File: src/hdl/lfs_pkg.sv
// shared types and constants for the led driver frame serializer
package lfs_pkg;

    // default number of digit bytes
    localparam int DIGIT_COUNT_DEF = 5;

    // register reset values
    localparam logic [7:0] DATA_CMD_RST  = 8'h40;
    localparam logic [7:0] ADDR_CMD_RST  = 8'hC0;
    localparam logic [7:0] LEAD_BYTE_RST = 8'hFF;
    localparam logic [7:0] DISP_CTL_RST  = 8'h8B;

    // configuration register indexes
    localparam logic [1:0] CFG_DATA_CMD  = 2'd0;
    localparam logic [1:0] CFG_ADDR_CMD  = 2'd1;
    localparam logic [1:0] CFG_LEAD_BYTE = 2'd2;
    localparam logic [1:0] CFG_DISP_CTL  = 2'd3;

    // bit count of one byte and the acknowledge slot index
    localparam logic [3:0] ACK_SLOT = 4'd8;

    typedef enum logic [1:0] {
        ACT_TICK  = 2'd0,
        ACT_LOAD  = 2'd1,
        ACT_START = 2'd2,
        ACT_CLEAR = 2'd3
    } t_action;

    typedef enum logic [1:0] {
        ST_IDLE  = 2'd0,
        ST_START = 2'd1,
        ST_BYTE  = 2'd2,
        ST_STOP  = 2'd3
    } t_stage;

    typedef struct packed {
        logic [1:0] action;
        logic [2:0] digit_index;
        logic [7:0] digit_value;
        logic       bus_busy;
    } t_in_item;

    typedef struct packed {
        logic clock_line;
        logic data_line;
        logic refresh_busy;
        logic frame_done;
    } t_out_item;

    typedef struct packed {
        logic [7:0] data_command;
        logic [7:0] address_command;
        logic [7:0] lead_byte;
        logic [7:0] display_control;
    } t_cfg;

endpackage

File: src/hdl/lfs_core.sv
// frame sequencer: digit store, line step state machine and result logic
module lfs_core #(
    parameter int DIGIT_COUNT = lfs_pkg::DIGIT_COUNT_DEF
) (
    input  logic              i_clk,
    input  logic              i_rst_n,
    input  logic              i_step,
    input  lfs_pkg::t_in_item i_item,
    input  lfs_pkg::t_cfg     i_cfg,
    output lfs_pkg::t_out_item o_result
);
    import lfs_pkg::*;

    localparam int BPW = $clog2(DIGIT_COUNT + 3);
    localparam int DIW = (DIGIT_COUNT > 1) ? $clog2(DIGIT_COUNT) : 1;
    localparam logic [BPW-1:0] LAST_POS  = BPW'(DIGIT_COUNT + 1);
    localparam logic [BPW-1:0] DIGIT_LEN = BPW'(DIGIT_COUNT + 2);
    localparam logic [3:0]     DIGIT_LIM = 4'(DIGIT_COUNT);

    // state registers
    logic [7:0]     r_digit [DIGIT_COUNT];
    t_stage         r_stage,    n_stage;
    logic [1:0]     r_trans,    n_trans;
    logic [BPW-1:0] r_bpos,     n_bpos;
    logic [3:0]     r_bit,      n_bit;
    logic [1:0]     r_phase,    n_phase;
    logic [7:0]     r_shift,    n_shift;
    logic           r_clk_lvl,  n_clk_lvl;
    logic           r_dat_lvl,  n_dat_lvl;
    logic           n_done;

    // byte selection for the byte about to begin
    logic [BPW-1:0] w_sel_pos;
    logic [BPW-1:0] w_dig_off;
    logic [DIW-1:0] w_dig_idx;
    logic [7:0]     w_sel_byte;
    logic [BPW-1:0] w_bpos_inc;
    logic [BPW-1:0] w_bytes_in;
    logic [DIW-1:0] w_load_idx;

    assign w_load_idx = DIW'(i_item.digit_index);
    assign w_bpos_inc = r_bpos + BPW'(1);
    assign w_bytes_in = (r_trans == 2'd1) ? DIGIT_LEN : BPW'(1);
    // a byte begins at position zero after a start, or at the next position after an ack
    assign w_sel_pos  = (r_stage == ST_BYTE) ? w_bpos_inc : '0;
    assign w_dig_off  = (w_sel_pos == LAST_POS) ? '0 : (w_sel_pos - BPW'(1));
    assign w_dig_idx  = w_dig_off[DIW-1:0];

    always_comb begin
        if (r_trans == 2'd0) begin
            w_sel_byte = i_cfg.data_command;
        end else if (r_trans != 2'd1) begin
            w_sel_byte = i_cfg.display_control;
        end else if (w_sel_pos == '0) begin
            w_sel_byte = i_cfg.address_command;
        end else if (w_sel_pos == BPW'(1)) begin
            w_sel_byte = i_cfg.lead_byte;
        end else begin
            w_sel_byte = r_digit[w_dig_idx];
        end
    end

    // next state of the line sequencer
    always_comb begin
        n_stage   = r_stage;
        n_trans   = r_trans;
        n_bpos    = r_bpos;
        n_bit     = r_bit;
        n_phase   = r_phase;
        n_shift   = r_shift;
        n_clk_lvl = r_clk_lvl;
        n_dat_lvl = r_dat_lvl;
        n_done    = 1'b0;
        case (t_action'(i_item.action))
            ACT_TICK: begin
                case (r_stage)
                    ST_START: begin
                        case (r_phase)
                            2'd0: begin
                                n_clk_lvl = 1'b1;
                                n_phase   = 2'd1;
                            end
                            2'd1: begin
                                n_dat_lvl = 1'b1;
                                n_phase   = 2'd2;
                            end
                            2'd2: begin
                                n_dat_lvl = 1'b0;
                                n_phase   = 2'd3;
                            end
                            default: begin
                                n_clk_lvl = 1'b0;
                                n_bpos    = '0;
                                n_stage   = ST_BYTE;
                                n_bit     = '0;
                                n_phase   = 2'd0;
                                n_shift   = w_sel_byte;
                            end
                        endcase
                    end
                    ST_BYTE: begin
                        case (r_phase)
                            2'd0: begin
                                n_clk_lvl = 1'b0;
                                n_phase   = 2'd1;
                            end
                            2'd1: begin
                                n_dat_lvl = (r_bit < ACK_SLOT) ? r_shift[0] : 1'b1;
                                n_phase   = 2'd2;
                            end
                            default: begin
                                n_clk_lvl = 1'b1;
                                n_phase   = 2'd0;
                                if (r_bit < ACK_SLOT) begin
                                    n_shift = {1'b0, r_shift[7:1]};
                                    n_bit   = r_bit + 4'd1;
                                end else begin
                                    n_bpos    = w_bpos_inc;
                                    if (w_bpos_inc < w_bytes_in) begin
                                        n_bit   = '0;
                                        n_shift = w_sel_byte;
                                    end else begin
                                        n_stage = ST_STOP;
                                    end
                                end
                            end
                        endcase
                    end
                    ST_STOP: begin
                        case (r_phase)
                            2'd0: begin
                                n_clk_lvl = 1'b0;
                                n_phase   = 2'd1;
                            end
                            2'd1: begin
                                n_dat_lvl = 1'b0;
                                n_phase   = 2'd2;
                            end
                            2'd2: begin
                                n_clk_lvl = 1'b1;
                                n_phase   = 2'd3;
                            end
                            default: begin
                                n_dat_lvl = 1'b1;
                                n_phase   = 2'd0;
                                if (r_trans < 2'd2) begin
                                    n_trans = r_trans + 2'd1;
                                    n_stage = ST_START;
                                end else begin
                                    n_trans = 2'd0;
                                    n_stage = ST_IDLE;
                                    n_done  = 1'b1;
                                end
                            end
                        endcase
                    end
                    default: ;
                endcase
            end
            ACT_START: begin
                if (!i_item.bus_busy && r_stage == ST_IDLE) begin
                    n_stage = ST_START;
                    n_trans = 2'd0;
                    n_bpos  = '0;
                    n_bit   = '0;
                    n_phase = 2'd0;
                end
            end
            default: ;
        endcase
    end

    // sequencer state registers
    always_ff @(posedge i_clk) begin
        if (!i_rst_n) begin
            r_stage   <= ST_IDLE;
            r_trans   <= '0;
            r_bpos    <= '0;
            r_bit     <= '0;
            r_phase   <= '0;
            r_shift   <= '0;
            r_clk_lvl <= 1'b1;
            r_dat_lvl <= 1'b1;
        end else if (i_step) begin
            r_stage   <= n_stage;
            r_trans   <= n_trans;
            r_bpos    <= n_bpos;
            r_bit     <= n_bit;
            r_phase   <= n_phase;
            r_shift   <= n_shift;
            r_clk_lvl <= n_clk_lvl;
            r_dat_lvl <= n_dat_lvl;
        end
    end

    // digit store: load one entry or clear all
    always_ff @(posedge i_clk) begin
        if (!i_rst_n) begin
            for (int i = 0; i < DIGIT_COUNT; i++) begin
                r_digit[i] <= '0;
            end
        end else if (i_step) begin
            if (t_action'(i_item.action) == ACT_CLEAR) begin
                for (int i = 0; i < DIGIT_COUNT; i++) begin
                    r_digit[i] <= '0;
                end
            end else if (t_action'(i_item.action) == ACT_LOAD &&
                         {1'b0, i_item.digit_index} < DIGIT_LIM) begin
                r_digit[w_load_idx] <= i_item.digit_value;
            end
        end
    end

    // result of this transaction
    assign o_result.clock_line   = n_clk_lvl;
    assign o_result.data_line    = n_dat_lvl;
    assign o_result.refresh_busy = (n_stage != ST_IDLE);
    assign o_result.frame_done   = n_done;

endmodule

File: src/hdl/led_driver_frame_serializer_unit.sv
// led driver frame serializer: item register, sequencer and result register
// an item is held in the input item register, then its result in the result register
// one item per cycle when not stalled; each tick item moves the pins by one line step
// a full refresh frame takes a fixed number of ticks set by the digit count
// reset clears the digit store and sequencer; both pins idle high, registers at defaults
module led_driver_frame_serializer_unit #(
    parameter int DIGIT_COUNT = lfs_pkg::DIGIT_COUNT_DEF
) (
    input  logic               i_clk,
    input  logic               i_rst_n,
    input  logic               i_in_valid,
    output logic               o_in_stall,
    input  lfs_pkg::t_in_item  i_in_item,
    output logic               o_out_valid,
    input  logic               i_out_stall,
    output lfs_pkg::t_out_item o_out_item,
    input  logic               i_cfg_valid,
    output logic               o_cfg_ready,
    input  logic [1:0]         i_cfg_index,
    input  logic [7:0]         i_cfg_data
);
    import lfs_pkg::*;

    logic      r_in_valid;
    t_in_item  r_in_item;
    logic      r_out_valid;
    t_out_item r_out_item;
    t_cfg      r_cfg;
    t_out_item w_result;
    logic      w_out_free;
    logic      w_step;

    assign w_out_free  = !r_out_valid || !i_out_stall;
    assign w_step      = r_in_valid && w_out_free;
    assign o_in_stall  = r_in_valid && !w_out_free;
    assign o_cfg_ready = 1'b1;
    assign o_out_valid = r_out_valid;
    assign o_out_item  = r_out_item;

    // configuration registers
    always_ff @(posedge i_clk) begin
        if (!i_rst_n) begin
            r_cfg.data_command    <= DATA_CMD_RST;
            r_cfg.address_command <= ADDR_CMD_RST;
            r_cfg.lead_byte       <= LEAD_BYTE_RST;
            r_cfg.display_control <= DISP_CTL_RST;
        end else if (i_cfg_valid && o_cfg_ready) begin
            case (i_cfg_index)
                CFG_DATA_CMD:  r_cfg.data_command    <= i_cfg_data;
                CFG_ADDR_CMD:  r_cfg.address_command <= i_cfg_data;
                CFG_LEAD_BYTE: r_cfg.lead_byte       <= i_cfg_data;
                CFG_DISP_CTL:  r_cfg.display_control <= i_cfg_data;
                default: ;
            endcase
        end
    end

    // input item register
    always_ff @(posedge i_clk) begin
        if (!i_rst_n) begin
            r_in_valid <= 1'b0;
        end else if (!o_in_stall) begin
            r_in_valid <= i_in_valid;
        end
    end

    always_ff @(posedge i_clk) begin
        if (!o_in_stall && i_in_valid) begin
            r_in_item <= i_in_item;
        end
    end

    // sequencer and digit store
    lfs_core #(
        .DIGIT_COUNT(DIGIT_COUNT)
    ) u_core (
        .i_clk    (i_clk),
        .i_rst_n  (i_rst_n),
        .i_step   (w_step),
        .i_item   (r_in_item),
        .i_cfg    (r_cfg),
        .o_result (w_result)
    );

    // result register
    always_ff @(posedge i_clk) begin
        if (!i_rst_n) begin
            r_out_valid <= 1'b0;
        end else if (w_out_free) begin
            r_out_valid <= w_step;
        end
    end

    always_ff @(posedge i_clk) begin
        if (w_step) begin
            r_out_item <= w_result;
        end
    end

endmodule

File: config.mk
export PLATFORM = sky130hd
export DESIGN_NAME = led_driver_frame_serializer_unit
export DESIGN_NICKNAME = d
export VERILOG_FILES = /design/src/hdl/lfs_pkg.sv /design/src/hdl/lfs_core.sv /design/src/hdl/led_driver_frame_serializer_unit.sv
export SDC_FILE = /design/constraint.sdc
export NUM_CORES = 1
export LEC_CHECK = 0
export ABC_CLOCK_PERIOD_IN_PS = 3000
export BUFFER_PORTS_ARGS = -buffer_cell sky130_fd_sc_hd__buf_2
export CORE_MARGIN = 5
export CORE_UTILIZATION = 45
export CTS_CLUSTER_SIZE = 40
export DETAILED_ROUTE_END_ITERATION = 6
export GPL_ROUTABILITY_DRIVEN = 0
export PLACE_DENSITY = 0.65
export SKIP_CTS_REPAIR_TIMING = 1
export SYNTH_ARGS = -nofsm -noshare
export SYNTH_HDL_FRONTEND = slang
export SYNTH_HIERARCHICAL = 1
export SYNTH_SLANG_ARGS = --single-unit
File: constraint.sdc
create_clock -name i_clk -period 3 [get_ports i_clk]
set_input_delay 0.15 -clock i_clk [delete_from_list [all_inputs] [get_ports i_clk]]
set_output_delay 0.15 -clock i_clk [all_outputs]
set_load 0.05 [all_outputs]
# Word level (Yosys, flattened, before mapping)
# Memory sizes are Yosys's and may differ from the RTL's.
# Index checks and enable logic that the tools add are counted.
# classes
n_lt_le_gt_ge,4
bitwise_logic,7
n_addsub,4
div,0
multipliers,0
shift,0
muxes,73
n_eq_ne,27
n_reduce_logical,36
# ops
operator,count
two-way mux 8 bit,14
two-way mux 3 bit,8
two-way mux 2 bit,10
two-way mux 4 bit,5
case mux 2 bit (2 select lines),5
two-way mux 1 bit,17
case mux 4 bit (2 select lines),2
case mux 8 bit (2 select lines),1
== test 2 bit (second input constant),7
AND reduction 7 bit,2
inequality test 3 bit (second input constant),4
case mux 2 bit (3 select lines),2
case mux 3 bit (2 select lines),2
== test 2 x 1 -> 1 bit (second input constant),5
zero test 2 bit,5
case mux 1 bit (2 select lines),5
AND reduction 2 bit,4
OR reduction 2 bit,4
OR reduction 8 bit,1
inequality test 2 x 1 -> 1 bit (second input constant),3
inequality test 2 bit (second input constant),3
inequality test 3 x 2 -> 1 bit (second input constant),2
case mux 1 bit (3 select lines),2
AND reduction 6 bit,1
other kinds (22),37
# word_totals
out_inout_bits,7
latch_bits,0
mem_count,1
register_bits,75
rom_bits,0
in_bits,29
word_cells,174
ramBits,40
# memory_table
memory,words,word_bits,read_ports,rd_ports_with_merged_regs,wr,line,source
u_core.r_digit,5,8,1,0,5,lfs_core.sv:21,logic [7:0] r_digit [DIGIT_COUNT];

# Longest topological paths before layout
# Gate-level depths: netlist of the first run.
# An unclocked memory read counts as a cell.
# logic_depth
ltp_word,13
ltp_mapped,14
mapped_depth_nobuf,11

# Hierarchy
# The synthesis of the first run kept the hierarchy.
# modules_own_cells
mod,cells_each,area_per_inst_um2,instances,seq_area_each_um2
lfs_core,509,5102.4,1,2382.3
led_driver_frame_serializer_unit,157,1954.4,1,1221.2

# Least setup slack after synthesis of the first run
# Ideal clock, no wire load.
# synth_timing
path_type,reg-to-reg
startpoint,register r_out_valid (netlist: o_out_valid)
endpoint,memory u_core.r_digit[1][0] (enable)
stages_incl_launch_ff,7
setup_ns,0.334
synth_period_minus_slack_ns,3.036
arrival_time_ns,2.702
setup_slack_ns,-0.036
path_buffers,1
t_required_ns,2.666
path_cell_list,dfxtp_1 -> a21boi_0 -> clkbuf_1 -> nand4_1 -> nor3b_1 -> nor2b_1 -> nand2b_1
# synth_rtl
element,line,source
"start, declared",led_driver_frame_serializer_unit.sv:26,logic r_out_valid;
"start signal, assigned",led_driver_frame_serializer_unit.sv:90,r_out_valid <= w_step;
"end, declared",lfs_core.sv:21,

# Worst setup path after layout of the first run
# layout_timing
startpoint,register u_core.r_stage[0]
endpoint,register u_core.r_shift[6]
# layout_via
elab_chain_cells,13
word_cells_on_any_way,23
cone_classes,add/sub (1); eq/ne (7); mux (11); reduce/logical (3); memory (1)
# layout_lines
element,line,source
"start, declared",lfs_core.sv:22,"t_stage r_stage, n_stage;"
"start signal, assigned",lfs_core.sv:185,r_stage <= n_stage;
== test 2 bit,"lfs_core.sv:45, lfs_core.sv:76",
two-way mux 3 bit,lfs_core.sv:45,assign w_sel_pos = (r_stage == ST_BYTE) ? w_bpos_inc : '0;
subtractor 3 x 1 -> 3 bit / == test 3 bit (equally long branches),lfs_core.sv:46,assign w_dig_off = (w_sel_pos == LAST_POS) ? '0 : (w_sel_pos - BPW'(1));
two-way mux 3 bit,lfs_core.sv:46,
memory (5 x 8 bit),n/a,
two-way mux 8 bit,lfs_core.sv:56,end else if (w_sel_pos == BPW'(1)) begin
two-way mux 8 bit,lfs_core.sv:54,end else if (w_sel_pos == '0) begin
two-way mux 8 bit,lfs_core.sv:52,end else if (r_trans != 2'd1) begin
two-way mux 8 bit,lfs_core.sv:50,if (r_trans == 2'd0) begin
two-way mux 8 bit,lfs_core.sv:119,if (w_bpos_inc < w_bytes_in) begin
two-way mux 8 bit,lfs_core.sv:114,if (r_bit < ACK_SLOT) begin
two-way mux 8 bit,lfs_core.sv:102,case (r_phase)
case mux 8 bit (2 select lines),lfs_core.sv:76,case (r_stage)
"end signal, assigned",lfs_core.sv:190,r_shift <= n_shift;
"end, declared",lfs_core.sv:27,"logic [7:0] r_shift, n_shift;"
# Several ways; a longest one is shown, not always the timed one. The select of a mux whose other input is x is not followed.
# A chain may end at the register's enable or synchronous reset.

==> results of run 1 <==
## power groups by stage
stage          logic, mW  clock network [mW]  registers, mW
6_report           0.234                2.15           2.16
5_1_grt            0.259                2.27           2.17
4_1_cts            0.217                2.19           2.16
3_5_place_dp       0.215                   0           2.20
3_3_place_gp       0.210                   0           2.20
2_1_floorplan      0.153                   0           2.18
## cell families after synthesis
logic type,count (synthesis),share of synthesized area [%]
flops,139,51.06
xor+xnor,1,0.1241
fa+ha+maj,18,3.192
simple gates,239,18.33
other cells,2,0.1064
buf+inv,59,4.450
mux,60,8.528
compound gates,148,14.20
## routing by layer
metal  GRT usage [%]  vias up  share of wire (%)
li1                -     2610                  -
met4           5.375        0                1.9
met1           24.65     2554                 45
met3           4.866       30                5.4
met2           30.92      185                 48
met5               0        -                  0
## metrics by stage
step / power [mW] / utilization (%) / worst slack (ns)
global placement: 2.406 / 49.49 / 0.1877
detailed placement: 2.412 / 49.49 / 0.1245
floorplan: 2.332 / - / 0.1050
finish: 4.538 / 54.65 / 0.1567
CTS: 4.560 / 53.48 / 0.1033
global route: 4.693 / 54.65 / 0.006234
## tightest hold or removal path, delay by kind of cell
family | cells | cell delay (ns)
buf+inv | 1 | 0.11
mux | 1 | 0.05
simple gates | 1 | 0.05
## path summary, 6_finish.rpt
path                       end
min                   r_cfg[6]
max reg2reg  u_core/r_shift[6]
min reg2reg          r_cfg[26]
max          u_core/r_shift[6]
## registers in the layout, indices dropped and copies added (netlist names)
signal / flops
u_core/r_bpos: 3
r_cfg: 32
u_core/r_trans: 2
u_core/r_digit: 64
u_core/r_stage: 2
u_core/r_shift: 8
r_in_item: 14
u_core/r_phase: 2
o_out_valid: 1
u_core/r_clk_lvl: 1
o_out_item: 4
u_core/r_dat_lvl: 1
r_in_valid: 1
u_core/r_bit: 4
## cell usage in the layout, fill, tap and decap left out, types with 3 or more instances in the layout
master | synthesis | layout
a22oi_1 | 7 | 7
a21boi_1 | 1 | 4
or3_1 | 6 | 6
clkbuf_8 | 2 | 3
dlygate4sd3_1 | 0 | 16
nand3_1 | 8 | 8
conb_1 | 2 | 25
bufinv_16 | 0 | 3
a21oi_1 | 38 | 38
o22ai_1 | 10 | 10
edfxtp_1 | 82 | 82
clkbuf_16 | 0 | 17
buf_4 | 7 | 31
inv_1 | 19 | 19
mux2i_1 | 59 | 59
o21ai_0 | 34 | 33
dfxtp_1 | 57 | 57
nand2_1 | 63 | 63
a221oi_1 | 3 | 3
buf_2 | 7 | 34
clkinv_2 | 0 | 4
a311o_2 | 3 | 3
nor3_1 | 22 | 21
nor2_1 | 30 | 30
and2_1 | 26 | 26
nand4b_1 | 3 | 3
o211ai_1 | 8 | 8
and3_2 | 5 | 5
o41ai_1 | 4 | 4
ha_1 | 18 | 18
a31oi_1 | 4 | 4
o2111ai_1 | 3 | 3
clkinvlp_4 | 0 | 3
and3_1 | 20 | 20
nand2b_1 | 8 | 8
nor2b_1 | 23 | 23
## layout make-up
type,count,area [sq um],share of cell area (%)
clock inverter,11,141.4,1.689
inverter,22,82.58,0.9867
clock buffer,21,470.5,5.621
tap,211,264.0,3.154
multi-input combinational,491,3244,38.77
sequential,139,3603,43.06
timing repair buffer,81,563.0,6.727
==> results.tsv, run 1 <==
metric	value	unit
cts_buffer_depth	2	
finalCritPeriodShare	94.78	%
max_stage_delay	0.42	ns
detail-route-antenna-nets	0	
synth.most_common_cell	edfxtp_1	
whs_path_depth	3	
synth-edff-count	82	
h-tree-depth	4	
slew-limit-headroom	41.35	%
path_class	reg -> reg	
worst_setup_path_end_kind	flip-flop	
crit_chain	inv_1 -> ha_1 -> nand2_1 -> inv_1 -> ha_1 -> buf_4 -> a31oi_1 -> o211ai_1 -> a311o_1 -> a41oi_1 -> o22ai_1	
outcome	finished, violations left	
maxCapViolations	0	
netlist_instances	666	
crit_start	u_core/r_stage[0]	
wirelength	16.63	mm
cpMaxStageDelayCell	a31oi_1	
clkSinkCount	139	
wl_per_cell	17.04	um
setup_viol	0	
worstHoldPathType	in -> reg	
ys_top_cells_by_count	edfxtp_1 (82), nand2_1 (63), mux2i_1 (59), dfxtp_1 (57), a21oi_1 (38)	
stdcell_area	8369	sq um
grt_pass1_vias	5186	
netlist_top_cells_area	edfxtp_1 (35%), dfxtp_1 (16%), mux2i_1 (8.4%)	
initial_core_util	46.08	%
fill_cells	1341	
rrSetupSlack	0.16	ns
synth_cell_type_count	75	
die_y	135.2	um
switching_power	0.9751	mW
via_per_inst	5.511	
crit_arrival	3.14	ns
worstHoldStart	i_cfg_data[6]	
rows	45	
worst_slew_pin_slew	0.8759	ns
drt_iter0_drc	459	
synth_top_area_cell	edfxtp_1	
dp_cells	928	
fin_setup_tns	0	ns
clockPowerShare	47.3	%
track_usage	18.82	%
grt_pass1_wl	26.90	mm
power.internal	3.563	mW
vdd_ir_drop_max	596.4	uV
seqPwrFrac	47.6	%
grt_max_degree	51	
overflow	0	
io_pins	36	
fin_nets	799	
p_comb_share	5.2	%
placed_cell_area	7579	sq um
antenna_found_initial	0	
synth_top_area_share	34.89	%
sw_frac_of_total	21.49	%
reg2reg_from	u_core/r_stage[0]	
portBuffers	34	
drc	0	
cp.required	3.30	ns
power_leakage	3.254	nW
path_clk_slew	0.06	ns
grt_setup_unrepaired	no	
start_kind	flip-flop	
postSynthAreaPerCell	10.60	sq um
ys_warn_count	6	
fin_crit	2.843	ns
final_hold_viol_count	2	
r2r_cells	11	
synth-seq-cells	139	
clk_latency	0.42	ns
synth_seq_area_share	51.06	%
power_density	542.2	nW/um^2
synth_flop_cell	edfxtp_1	
cp_num_buf_inv	3	
syn2layout_area_growth	18.60	%
clockRootBuffer	clkbuf_16	
violations	negative hold slack	
synth_area	7057	sq um
final_layout_size_suffix_gt1_share	16.08	%
async_flop_share	0	%
fmax	0.3517	GHz
drv_slew	0	
skew	0.007097	ns
worst-path-max-fanout	7	
drtPass1Iterations	5	
final_cells	976	
cts_tree	yes	
insertedDiodeCount	0	
vias	5379	
dieArea	18290	sq um
numCtsBuffers	17	
fin_hold_ws	-0.01461	ns
die_x	135.2	um
core_area	15310	sq um
critPathTopFamily	compound AO/OA/AOI/OAI gates	
hpwl	12.10	mm
worstSetupPathDepth	11	
(Power assumes the default switching activity.)
==> inputs of run 2 (changes only) <==
--- a/config.mk
+++ b/config.mk
@@ -5,6 +5,7 @@
 export SDC_FILE = /design/constraint.sdc
 export NUM_CORES = 1
 export LEC_CHECK = 0
+export ABC_AREA = 1
 export ABC_CLOCK_PERIOD_IN_PS = 3000
 export BUFFER_PORTS_ARGS = -buffer_cell sky130_fd_sc_hd__buf_2
 export CORE_MARGIN = 5
==> run 2 against run 1 <==
Effect of this change:
- count of clock-buffer cells in the layout down 4
- hold slack better by 0.028 ns
- cell area down 4.8%
- utilization shrank 1.6 points
- critical endpoint is now o_out_item[1]
- largest cell class unchanged
- power grew 0.55%
- synthesized area shrank 3.1%
- final cell count increased by 9.7%
- first-iteration DRC count decreased by 5.2%
- the flow now finishes without violations
- non-clock buffer count is 22 lower
==> results.tsv, run 2 <==
metric	value	unit
detail-route-antenna-nets	0	
synth_area	6837	sq um
max_stage_delay	0.47	ns
grt_max_degree	61	
drc	0	
async_flop_share	0	%
synth_top_area_share	36.02	%
io_pins	36	
final_hold_viol_count	0	
grt_pass1_vias	5011	
initial_core_util	45.48	%
final_cells	1071	
grt_pass1_wl	25.03	mm
dp_cells	1024	
path_clk_slew	0.06	ns
h-tree-depth	4	
die_x	133.3	um
mostFrequentLayoutCell	nand2_1	
grt_use_met3	3.437	%
grt-busiest-layer	met2	
path_class	reg -> reg	
synth_top_area_cell	edfxtp_1	
crit_arrival	2.86	ns
clkSinkCount	139	
maxCapViolations	0	
via_per_inst	5.044	
fin_crit	2.724	ns
outcome	finished clean	
antenna_found_initial	0	
synth-edff-count	82	
syn2layout_area_growth	16.60	%
worstHoldPathType	in -> reg	
fmax	0.3672	GHz
finalCritPeriodShare	90.79	%
postSynthAreaPerCell	8.546	sq um
worst-path-max-fanout	10	
drtPass1Iterations	5	
reg_top3	u_core/r_digit: 64 flops, r_cfg: 32 flops, r_in_item: 14 flops	
clk_latency	0.42	ns
fin_nets	917	
regMostFlops	u_core/r_digit	
drt_iter0_drc	435	
skew	0.008190	ns
dp_slack	0.2580	ns
wirelength	15.66	mm
wl_per_cell	14.62	um
grt_setup_unrepaired	no	
die_y	133.3	um
rows	45	
power_density	572.4	nW/um^2
power_leakage	3.524	nW
worst_slew_pin_slew	0.8138	ns
synth_flop_cell	edfxtp_1	
final_cell_mix	nand2_1 (148), inv_1 (114), nor2_1 (110), edfxtp_1 (82), nand3_1 (70)	
dieArea	17760	sq um
vdd_ir_drop_max	381.7	uV
synth.most_common_cell	nand2_1	
largest_register_ffs	64	
numCtsBuffers	17	
track_usage	17.81	%
synth_seq_area_share	52.71	%
crit_chain	inv_1 -> nor2_1 -> inv_1 -> ha_1 -> a21oi_1 -> nand2_1 -> nand3_1 -> a21oi_1 -> o21ai_0 -> nand2_1 -> o21ai_0 -> o211ai_1	
fin_setup_tns	0	ns
hpwl	10.55	mm
slew-limit-headroom	45.69	%
cts_tree	yes	
cp.required	3.14	ns
synth_cell_type_count	42	
vias	5402	
placed_cell_area	7227	sq um
fin_ws	0.2764	ns
fin_hold_ws	0.01350	ns
ys_warn_count	6	
cts_buffer_depth	2	
final_layout_size_suffix_gt1_share	11.44	%
portBuffers	34	
netlist_instances	800	
start_kind	flip-flop	
insertedDiodeCount	0	
met1_usage	24.79	%
stdcell_area	7971	sq um
p_total	4.563	mW
cpMaxStageDelayCell	nor2_1	
overflow	0	
clockRootBuffer	clkbuf_16	
ys_top_cells_by_count	nand2_1 (148), inv_1 (114), nor2_1 (110), edfxtp_1 (82), nand3_1 (70)	
worst_setup_path_end_kind	flip-flop	
drv_slew	0	
synth-seq-cells	139	
core_area	15030	sq um
final_core_util	53.03	%
setup_viol	0	
grtUsageMet2	27.88	%
netlist_top_cells_area	edfxtp_1 (36%), dfxtp_1 (17%), nand2_1 (8.1%)	
==> run 2: cell types whose count changed after synthesis, sizes merged, moves of 25 or more <==
cell | previous run | this run
mux2i | 59 | 0
nor2 | 31 | 113
nand2 | 63 | 156
nand3 | 9 | 73
and2 | 26 | 1
inv | 21 | 119
==> run 2: power breakdown <==
group / total (mW) / internal [mW] / switching (mW)
Clock: 2.08 / 1.24 / 0.845
Sequential: 2.15 / 2.11 / 0.0417
Combinational: 0.327 / 0.105 / 0.222
==> run 2: path summary, 6_finish.rpt <==
path | start | to | slack (ns) | cells past startpoint
max reg2reg | u_core/r_trans[0] | o_out_item[1] | 0.28 | 12
max | u_core/r_trans[0] | o_out_item[1] | 0.28 | 12
min | i_cfg_data[1] | r_cfg[17] | 0.01 | 3
min reg2reg | r_cfg[7] | r_cfg[7] | 0.45 | 2
==> run 2: kinds of logic (layout without fill, tap and decap cells) <==
logic type | count (synthesis) | in the layout | share of synthesized area (%)
AOI/OAI and AO/OA | 129 | 129 | 11.18
adders and majority gates | 18 | 18 | 3.294
buffers and inverters | 151 | 211 | 9.407
DFF | 139 | 139 | 52.71
other | 2 | 25 | 0.1099
and+or+nand+nor | 361 | 361 | 23.30
==> run 2: cell type report <==
cell class | count | area [sq um]
fill | 1395 | 7062
sequential | 139 | 3603
multi-input combinational | 533 | 2679
inverter | 120 | 454.2
clock buffer | 17 | 425.4
timing repair buffer | 59 | 407.9
tap | 188 | 235.2
clock inverter | 15 | 166.4
==> run 2: routing by layer <==
metal	wire [um]	up-vias	share of wire (%)
met5	0	-	0
met4	279	0	1.8
met3	846	22	5.4
met2	7069	164	45
met1	7462	2448	48
li1	-	2768	-
==> run 2: worst max-delay path: cells and delay by family, from the launching register on <==
family / cells / cell delay (ns)
and+or+nand+nor: 4 / 0.75
AOI/OAI and AO/OA: 5 / 0.72
DFF: 1 / 0.35
adders and majority gates: 1 / 0.35
buffers and inverters: 2 / 0.28
